==> src/rtl/rftm_pkg.sv <==
`default_nettype none

package rftm_pkg;

	// Table geometry.
	localparam int TABLE_DEPTH = 64;
	localparam int IDX_W       = $clog2(TABLE_DEPTH);
	localparam int CNT_W       = $clog2(TABLE_DEPTH + 1);
	localparam int ADDR_W      = 10;
	localparam int HIT_W       = 32;

	// Fixed attributes of the local entry.
	localparam logic [1:0] LOCAL_PORT     = 2'd3;
	localparam logic [3:0] LOCAL_PRIORITY = 4'd4;
	localparam logic [HIT_W-1:0] HIT_MAX  = {HIT_W{1'b1}};

	// Input item actions.
	localparam logic [1:0] ACT_LOOKUP = 2'd0;
	localparam logic [1:0] ACT_ADD    = 2'd1;
	localparam logic [1:0] ACT_READ   = 2'd2;
	localparam logic [1:0] ACT_NONE   = 2'd3;

	// Result status codes.
	localparam logic [2:0] ST_LOCAL   = 3'd0;
	localparam logic [2:0] ST_DROPPED = 3'd1;
	localparam logic [2:0] ST_RELAY   = 3'd2;
	localparam logic [2:0] ST_MISS    = 3'd3;
	localparam logic [2:0] ST_ADDED   = 3'd4;
	localparam logic [2:0] ST_FULL    = 3'd5;
	localparam logic [2:0] ST_READ_OK = 3'd6;
	localparam logic [2:0] ST_BAD_IDX = 3'd7;

	// Configuration register indexes.
	localparam logic CFG_LOCAL_LOW  = 1'b0;
	localparam logic CFG_LOCAL_HIGH = 1'b1;

	// One stored rule.
	typedef struct packed {
		logic [ADDR_W-1:0] low;
		logic [ADDR_W-1:0] high;
		logic              drop;
		logic [1:0]        port;
		logic [3:0]        prio;
	} rule_t;

endpackage

`default_nettype wire

==> src/rtl/range_flow_table_match.sv <==
// Lookup: entries are fetched and checked in order from entry zero; the first hit ends the
// scan, a miss ends after the last used entry (64 at most). Add and read: one fetch and check.
// One item is processed at a time; the next item is taken the cycle after the result is
// registered. The scan is set by the single rule and hit-count memory read port.
// Reset clears the sequencer, the output valid, both range registers and the entry count
// (one entry, the local one); table memories are not cleared, since unwritten rows are never read.
`default_nettype none

module range_flow_table_match import rftm_pkg::*; (
	input  wire logic              clk,
	input  wire logic              arst_n,
	// Configuration write port.
	input  wire logic              cfg_write,
	input  wire logic              cfg_index,
	input  wire logic [ADDR_W-1:0] cfg_data,
	// Input channel.
	input  wire logic              in_valid,
	output logic                   in_stall,
	input  wire logic [1:0]        action,
	input  wire logic [ADDR_W-1:0] dest_addr,
	input  wire logic [ADDR_W-1:0] rule_low,
	input  wire logic [ADDR_W-1:0] rule_high,
	input  wire logic              rule_drop,
	input  wire logic [1:0]        rule_port,
	input  wire logic [3:0]        rule_priority,
	input  wire logic [IDX_W-1:0]  read_index,
	// Output channel.
	output logic                   out_valid,
	input  wire logic              out_stall,
	output logic [2:0]             status,
	output logic [1:0]             out_port,
	output logic [IDX_W-1:0]       entry_number,
	output logic [ADDR_W-1:0]      entry_low,
	output logic [ADDR_W-1:0]      entry_high,
	output logic                   entry_drop,
	output logic [3:0]             entry_priority,
	output logic [HIT_W-1:0]       entry_hits
);

	localparam logic [1:0] S_IDLE  = 2'd0;
	localparam logic [1:0] S_FETCH = 2'd1;
	localparam logic [1:0] S_CHECK = 2'd2;

	localparam logic [CNT_W-1:0] DEPTH_CNT = CNT_W'(TABLE_DEPTH);
	localparam logic [CNT_W-1:0] CNT_ONE   = CNT_W'(1);

	logic [1:0]        state_q;
	logic [1:0]        op_q;
	logic [IDX_W-1:0]  idx_q;
	logic [CNT_W-1:0]  used_q;
	logic [ADDR_W-1:0] local_low_q;
	logic [ADDR_W-1:0] local_high_q;
	logic [HIT_W-1:0]  hit0_q;
	logic [ADDR_W-1:0] dest_q;
	rule_t             new_rule_q;
	logic              out_valid_q;

	rule_t             rule_mem [TABLE_DEPTH];
	logic [HIT_W-1:0]  hit_mem  [TABLE_DEPTH];
	rule_t             rule_rd_q;
	logic [HIT_W-1:0]  hit_rd_q;

	logic              in_accept;
	logic              out_free;
	rule_t             cur_rule;
	logic [HIT_W-1:0]  cur_hits;
	logic [HIT_W-1:0]  hits_inc;
	logic              in_range;
	logic [CNT_W-1:0]  idx_next;
	logic              finish;
	logic              advance;
	logic              rule_we;
	logic              hit_we;
	logic              hit0_we;
	logic [IDX_W-1:0]  hit_wa;
	logic [HIT_W-1:0]  hit_wd;
	logic [2:0]        res_status;
	logic [1:0]        res_port;
	logic [IDX_W-1:0]  res_number;
	rule_t             res_rule;
	logic [HIT_W-1:0]  res_hits;

	assign in_stall  = (state_q != S_IDLE);
	assign in_accept = in_valid && !in_stall;
	assign out_free  = !out_valid_q || !out_stall;
	assign out_valid = out_valid_q;

	// Current entry: entry zero comes from the range registers, others from memory.
	always_comb begin
		if (idx_q == '0) begin
			cur_rule.low  = local_low_q;
			cur_rule.high = local_high_q;
			cur_rule.drop = 1'b0;
			cur_rule.port = LOCAL_PORT;
			cur_rule.prio = LOCAL_PRIORITY;
			cur_hits      = hit0_q;
		end else begin
			cur_rule = rule_rd_q;
			cur_hits = hit_rd_q;
		end
	end

	// Shared range compare and saturating increment.
	assign in_range = (cur_rule.low <= dest_q) && (dest_q <= cur_rule.high);
	assign hits_inc = (cur_hits == HIT_MAX) ? cur_hits : cur_hits + HIT_W'(1);
	assign idx_next = {1'b0, idx_q} + CNT_ONE;

	// Decision taken on the fetched entry.
	always_comb begin
		finish     = 1'b0;
		advance    = 1'b0;
		rule_we    = 1'b0;
		hit_we     = 1'b0;
		hit0_we    = 1'b0;
		hit_wa     = idx_q;
		hit_wd     = hits_inc;
		res_status = ST_MISS;
		res_port   = '0;
		res_number = '0;
		res_rule   = '0;
		res_hits   = '0;
		if (state_q == S_CHECK) begin
			case (op_q)
				ACT_LOOKUP: begin
					if (in_range) begin
						finish     = out_free;
						hit_we     = out_free && (idx_q != '0);
						hit0_we    = out_free && (idx_q == '0);
						res_number = idx_q;
						res_rule   = cur_rule;
						res_hits   = hits_inc;
						if (cur_rule.drop) begin
							res_status = ST_DROPPED;
						end else if (cur_rule.port == LOCAL_PORT) begin
							res_status = ST_LOCAL;
						end else begin
							res_status = ST_RELAY;
							res_port   = cur_rule.port;
						end
					end else if (idx_next >= used_q) begin
						finish     = out_free;
						res_status = ST_MISS;
					end else begin
						advance = 1'b1;
					end
				end
				ACT_ADD: begin
					finish = out_free;
					if (used_q >= DEPTH_CNT) begin
						res_status = ST_FULL;
					end else begin
						rule_we    = out_free;
						hit_we     = out_free;
						hit_wa     = used_q[IDX_W-1:0];
						hit_wd     = '0;
						res_status = ST_ADDED;
						res_number = used_q[IDX_W-1:0];
						res_rule   = new_rule_q;
					end
				end
				default: begin
					finish = out_free;
					if ({1'b0, idx_q} >= used_q) begin
						res_status = ST_BAD_IDX;
					end else begin
						res_status = ST_READ_OK;
						res_number = idx_q;
						res_rule   = cur_rule;
						res_hits   = cur_hits;
					end
				end
			endcase
		end
	end

	// Sequencer, entry count, range registers and local hit count.
	always_ff @(posedge clk or negedge arst_n) begin
		if (!arst_n) begin
			state_q      <= S_IDLE;
			op_q         <= ACT_LOOKUP;
			idx_q        <= '0;
			used_q       <= CNT_ONE;
			local_low_q  <= '0;
			local_high_q <= '0;
			hit0_q       <= '0;
			out_valid_q  <= 1'b0;
		end else begin
			if (cfg_write) begin
				unique case (cfg_index)
					CFG_LOCAL_LOW:  local_low_q  <= cfg_data;
					CFG_LOCAL_HIGH: local_high_q <= cfg_data;
					default:        local_low_q  <= local_low_q;
				endcase
			end
			if (out_valid_q && !out_stall) begin
				out_valid_q <= 1'b0;
			end
			if (finish) begin
				out_valid_q <= 1'b1;
			end
			if (rule_we) begin
				used_q <= used_q + CNT_ONE;
			end
			if (hit0_we) begin
				hit0_q <= hits_inc;
			end
			unique case (state_q)
				S_IDLE: begin
					if (in_accept && action != ACT_NONE) begin
						op_q    <= action;
						idx_q   <= (action == ACT_READ) ? read_index : '0;
						state_q <= S_FETCH;
					end
				end
				S_FETCH: begin
					state_q <= S_CHECK;
				end
				S_CHECK: begin
					if (finish) begin
						state_q <= S_IDLE;
					end else if (advance) begin
						idx_q   <= idx_next[IDX_W-1:0];
						state_q <= S_FETCH;
					end
				end
				default: begin
					state_q <= S_IDLE;
				end
			endcase
		end
	end

	// Item payload held for the operation.
	always_ff @(posedge clk) begin
		if (in_accept) begin
			dest_q          <= dest_addr;
			new_rule_q.low  <= rule_low;
			new_rule_q.high <= rule_high;
			new_rule_q.drop <= rule_drop;
			new_rule_q.port <= rule_port;
			new_rule_q.prio <= rule_priority;
		end
	end

	// Rule memory: one write and one registered read per cycle.
	always_ff @(posedge clk) begin
		if (rule_we) begin
			rule_mem[used_q[IDX_W-1:0]] <= new_rule_q;
		end
		rule_rd_q <= rule_mem[idx_q];
	end

	// Hit count memory: one write and one registered read per cycle.
	always_ff @(posedge clk) begin
		if (hit_we) begin
			hit_mem[hit_wa] <= hit_wd;
		end
		hit_rd_q <= hit_mem[idx_q];
	end

	// Result register.
	always_ff @(posedge clk) begin
		if (finish) begin
			status         <= res_status;
			out_port       <= res_port;
			entry_number   <= res_number;
			entry_low      <= res_rule.low;
			entry_high     <= res_rule.high;
			entry_drop     <= res_rule.drop;
			entry_priority <= res_rule.prio;
			entry_hits     <= res_hits;
		end
	end

endmodule

`default_nettype wire
==> config.mk <==
export PLATFORM = sky130hd
export DESIGN_NAME = range_flow_table_match
export DESIGN_NICKNAME = d
export VERILOG_FILES = /design/src/rtl/rftm_pkg.sv /design/src/rtl/range_flow_table_match.sv
export SDC_FILE = /design/constraint.sdc
export NUM_CORES = 2
export LEC_CHECK = 0
export BUFFER_PORTS_ARGS = -buffer_cell sky130_fd_sc_hd__buf_2
export CAP_MARGIN = 20
export CORE_MARGIN = 2
export CORE_UTILIZATION = 45
export CTS_BUF_LIST = sky130_fd_sc_hd__clkbuf_4 sky130_fd_sc_hd__clkbuf_8
export DETAILED_ROUTE_END_ITERATION = 6
export HOLD_SLACK_MARGIN = 0.1
export MAX_ROUTING_LAYER = met4
export PLACE_DENSITY = 0.69
export SLEW_MARGIN = 0
export SYNTH_ARGS = -nofsm -noshare
export SYNTH_HDL_FRONTEND = slang
export SYNTH_SLANG_ARGS = --single-unit
==> constraint.sdc <==
create_clock -name clk -period 17.6 [get_ports clk]
set_input_delay 1.76 -clock clk [delete_from_list [all_inputs] [get_ports clk]]
set_output_delay 1.76 -clock clk [all_outputs]
set_load 0.02 [all_outputs]
==> summary.txt <==
Yosys
  • Compound-gate portion of the synthesized area: 0.0284
  • YS warnings: 0
  • Register area share after synthesis: 0.770
  • Simple-Gate Fraction of Synth Area: 0.0210
  • Area contributors post-synth: edfxtp_1, mux4_2, mux2i_1
  • Post-synthesis xor/xnor area fraction: 0.00378
  • Distinct cells, synth: 71
  • Syn avg cell area: 21.4 sq um
  • Yosys reg bits: 4010
  • Mux cell area share after synthesis: 0.162
  • Post-synth top area share: 0.751
  • Synth async-reset ratio: 0.0175
  • Dominant cell type by area after synthesis: edfxtp_1
  • Adder-cell share of the synthesized area: 0.00306
  • Post-synthesis cell count: 7242
  • Syn Std Cell Area: 155000 sq um
  • Post-synth top flop: edfxtp_1
  • Post-synth EDFFs: 3881
  • Post-Syn Nets: 7341
  • Main combinational cell family by area after synthesis: multiplexers

Floorplanning
  • Die area: 349000 sq um
  • Die Ht: 591 microns
  • # rows: 215
  • Die X: 591 microns
  • I/O pin total: 131
  • Initial Util: 0.452
  • Core ar.: 343000 sq um

Global routing
  • Initial antenna violation count: 47
  • GR peak layer: met2
  • Grt ovf: 0
  • Global-route wire length before repair: 605000 microns
  • All-layer global routing usage: 0.252
  • Met1 Track Usage GR: 0.355
  • Pin count of the biggest net entering global routing: 118
  • Met2 global-route usage: 0.363
  • Vias in the first global route: 78441
  • Global routing met3 resource utilization: 0.0625

STA
  • Max_slew headroom: 0.153
  • FMAX: 134 MHz
  • Clock Skews: 0.0742 ns
  • Crit path time final: 7.44 ns
  • Setup TNS: 0 ns
  • Final hold vios: 0
  • RSZ-0062 raised after global routing: no
  • Worst slew pin tran: 1.26 ns
  • Max-slew violations: 0
  • Final Cycle Share: 0.423
  • Final Setup Violations: 0
  • Min Hold Slack: 0.475 ns

Routing
  • Routed wire length: 433000 microns
  • Routed wire per std cell: 33.5 microns
  • Vias: 80877
  • Drt via density: 6.27
  • Antenna-violating nets left: 0
  • Drt drc: 0
  • First-pass iteration count of the detailed router: 6
  • Drt initial violations: 13895

Setup path
  • CP Class: reg -> reg
  • CP top delay family: buffers and inverters
  • Critical path's most frequent cell: buf_4
  • Type of destination of the critical path: flip-flop
  • Critical path origin: idx_q[1]
  • CP Data Required Time: 18.30 ns
  • Reg2reg setup slack: 10.16 ns
  • Maximum fanout along the worst path: 64
  • Critical path launch point type: flip-flop
  • Reg-to-reg startpoint: idx_q[1]
  • Buf/Inv on CP: 5
  • Critical-path cell list: inv_1 > ha_1 > or4b_1 > nor2_4 > buf_4 > mux2i_1 > inv_1 > ha_1 > and3_1 > a41oi_1 > nor4b_4 > buf_4 > nor3_1 > xnor2_1 > a211oi_4 > buf_4
  • Max incr delay on CP: 0.82 ns
  • WP data arrival: 8.15 ns
  • CP max-delay cell: a41oi_1

Final layout
  • Filler cells: 26371
  • Layout cell share with drive strength beyond 1: 0.306
  • Most frequent cells in the layout: edfxtp_1, mux4_2, clkbuf_8
  • Finished Core Util: 0.512
  • Area delta synth->final: 13.1%
  • Nets: 7950
  • Most common cell after layout, fill and taps aside: edfxtp_1
  • Area of the multi-input gates: 35100 sq um
  • Reg area: 119000 sq um

Power
  • Max VDD drop: 0.234 mV
  • Leakage: 54.8 nW
  • PD cells: 170 nW/um^2

Job
  • Max Cap Viol: 0

Status
  • Outcome: finished, final reports clean

Clock network
  • H-Tree Depth: 6
  • Clk sinks: 4010
  • CTS tree: yes
  • Clock slew at reported path FFs: 0.06 ns
  • Post-CTS Hold Buffers: 0
  • Cts repair resizes: 0
  • TritonCTS buffer count: 601
  • Clk_lat worst skew: 1.09 ns
  • Root Buffer Master: clkbuf_8
  • Post-CTS Setup Inserts: 0
  • CTS Buffer Depth: 4

Min path
  • HP Class: reg -> reg
  • Hold Startpoint: hit0_q[31]

Placement
  • Detail Placement HPWL: 254000 microns
  • Port Buffer Count: 130
  • GPL Wtd Cong: 0.921
==> final timing paths <==
| kind | depth (start not counted) | to |
|---|---|---|
| min in group asynchronous | 1 | local_high_q[7] |
| min | 1 | hit0_q[31] |
| max | 16 | hit_mem[26][13] |
| min reg2reg | 1 | hit0_q[31] |
| max in group asynchronous | 2 | hit0_q[29] |
| max reg2reg | 16 | hit_mem[26][13] |
==> worst register-to-register path: cells and delay by family, from the launching register on <==
| kind | cells | cell delay (ns) |
|---|---|---|
| adders and majority gates | 2 | 0.44 |
| DFF | 1 | 0.79 |
| AOI/OAI and AO/OA | 2 | 1.09 |
| muxes | 1 | 0.37 |
| xor gates and xnor gates | 1 | 0.17 |
| and+or+nand+nor | 5 | 1.99 |
| buffers and inverters | 5 | 2.12 |
==> synth_stat cells, types with 4 or more instances <==
cell,count
o221ai_1,93
buf_1,86
nor3_1,37
a21oi_1,159
dfrtp_1,69
and3_1,15
xnor2_1,36
a31oi_1,18
o31a_1,4
nor2_1,234
nor4_1,10
and2_1,9
buf_4,4
nand4_1,38
nand3b_1,4
inv_1,37
o211ai_1,17
a21o_1,10
xor2_1,31
a32oi_1,31
clkbuf_1,224
nand2_1,276
edfxtp_1,3881
and4_1,7
buf_2,86
ha_1,38
mux2i_1,288
or2_2,6
mux4_2,977
a211o_1,15
o21a_1,5
o31ai_1,12
a211oi_1,45
mux2_2,23
nand3_1,57
o22ai_1,126
nand2b_1,9
o21ai_0,108
dfxtp_1,59
a22oi_1,6
==> layer usage <==
layer | share of wire | vias to the layer above | routed length [microns]
li1 | - | 31832 | -
met1 | 0.38 | 42634 | 165000
met2 | 0.46 | 5684 | 197000
met3 | 0.13 | 727 | 56500
met4 | 0.033 | 0 | 14100
met5 | 0 | - | 0
==> area by class of cell <==
| cell class | instances | share of cell area |
|---|---|---|
| diodes | 34 | 0.000485 |
| clock buffers | 840 | 0.0588 |
| clock inverters | 229 | 0.00755 |
| inverters | 39 | 0.000920 |
| multi-input cells | 2791 | 0.200 |
| flip-flops and latches | 4010 | 0.681 |
| well taps | 4557 | 0.0325 |
| repair buffers | 408 | 0.0186 |
==> registers in the layout (all words and copies together) (netlist names) <==
register / count
hit_mem: 2048
rule_mem: 1728
entry_hits: 32
hit0_q: 32
hit_rd_q: 32
new_rule_q: 27
rule_rd_q: 27
dest_q: 10
entry_high: 10
entry_low: 10
local_high_q: 10
local_low_q: 10
used_q: 7
entry_number: 6
idx_q: 6
entry_priority: 4
status: 3
op_q: 2
out_port: 2
state_q: 2
entry_drop: 1
out_valid: 1
==> where the power goes <==
group          internal, mW  total, mW  switching (mW)
Combinational          2.75       9.48            6.73
Clock                  3.90       7.45            3.54
Sequential             12.5       12.9           0.413
Total                  19.2       29.8            10.7
==> cells by family after synthesis <==
logic type               after synthesis
AND/OR/NAND/NOR                      725
AO/OA/AOI/OAI                        673
multiplexers                        1288
flip-flops                          4010
buffers and inverters                441
adder cells (fa/ha/maj)               38
XOR/XNOR                              67
==> stage by stage <==
step / setup slack, ns / area [sq um] / instances / total power [mW]
5_1_grt: 9.95 / 175000 / 12897 / 30.6
3_5_place_dp: 10.23 / 164000 / 11792 / 22.4
6_report: 10.16 / 176000 / 12908 / 29.8
4_1_cts: 10.21 / 175000 / 12861 / 29.7
3_3_place_gp: 9.73 / 163000 / 11768 / 22.2
2_1_floorplan: 7.34 / 155000 / 7242 / 18.0
(Power assumes the default switching activity.)
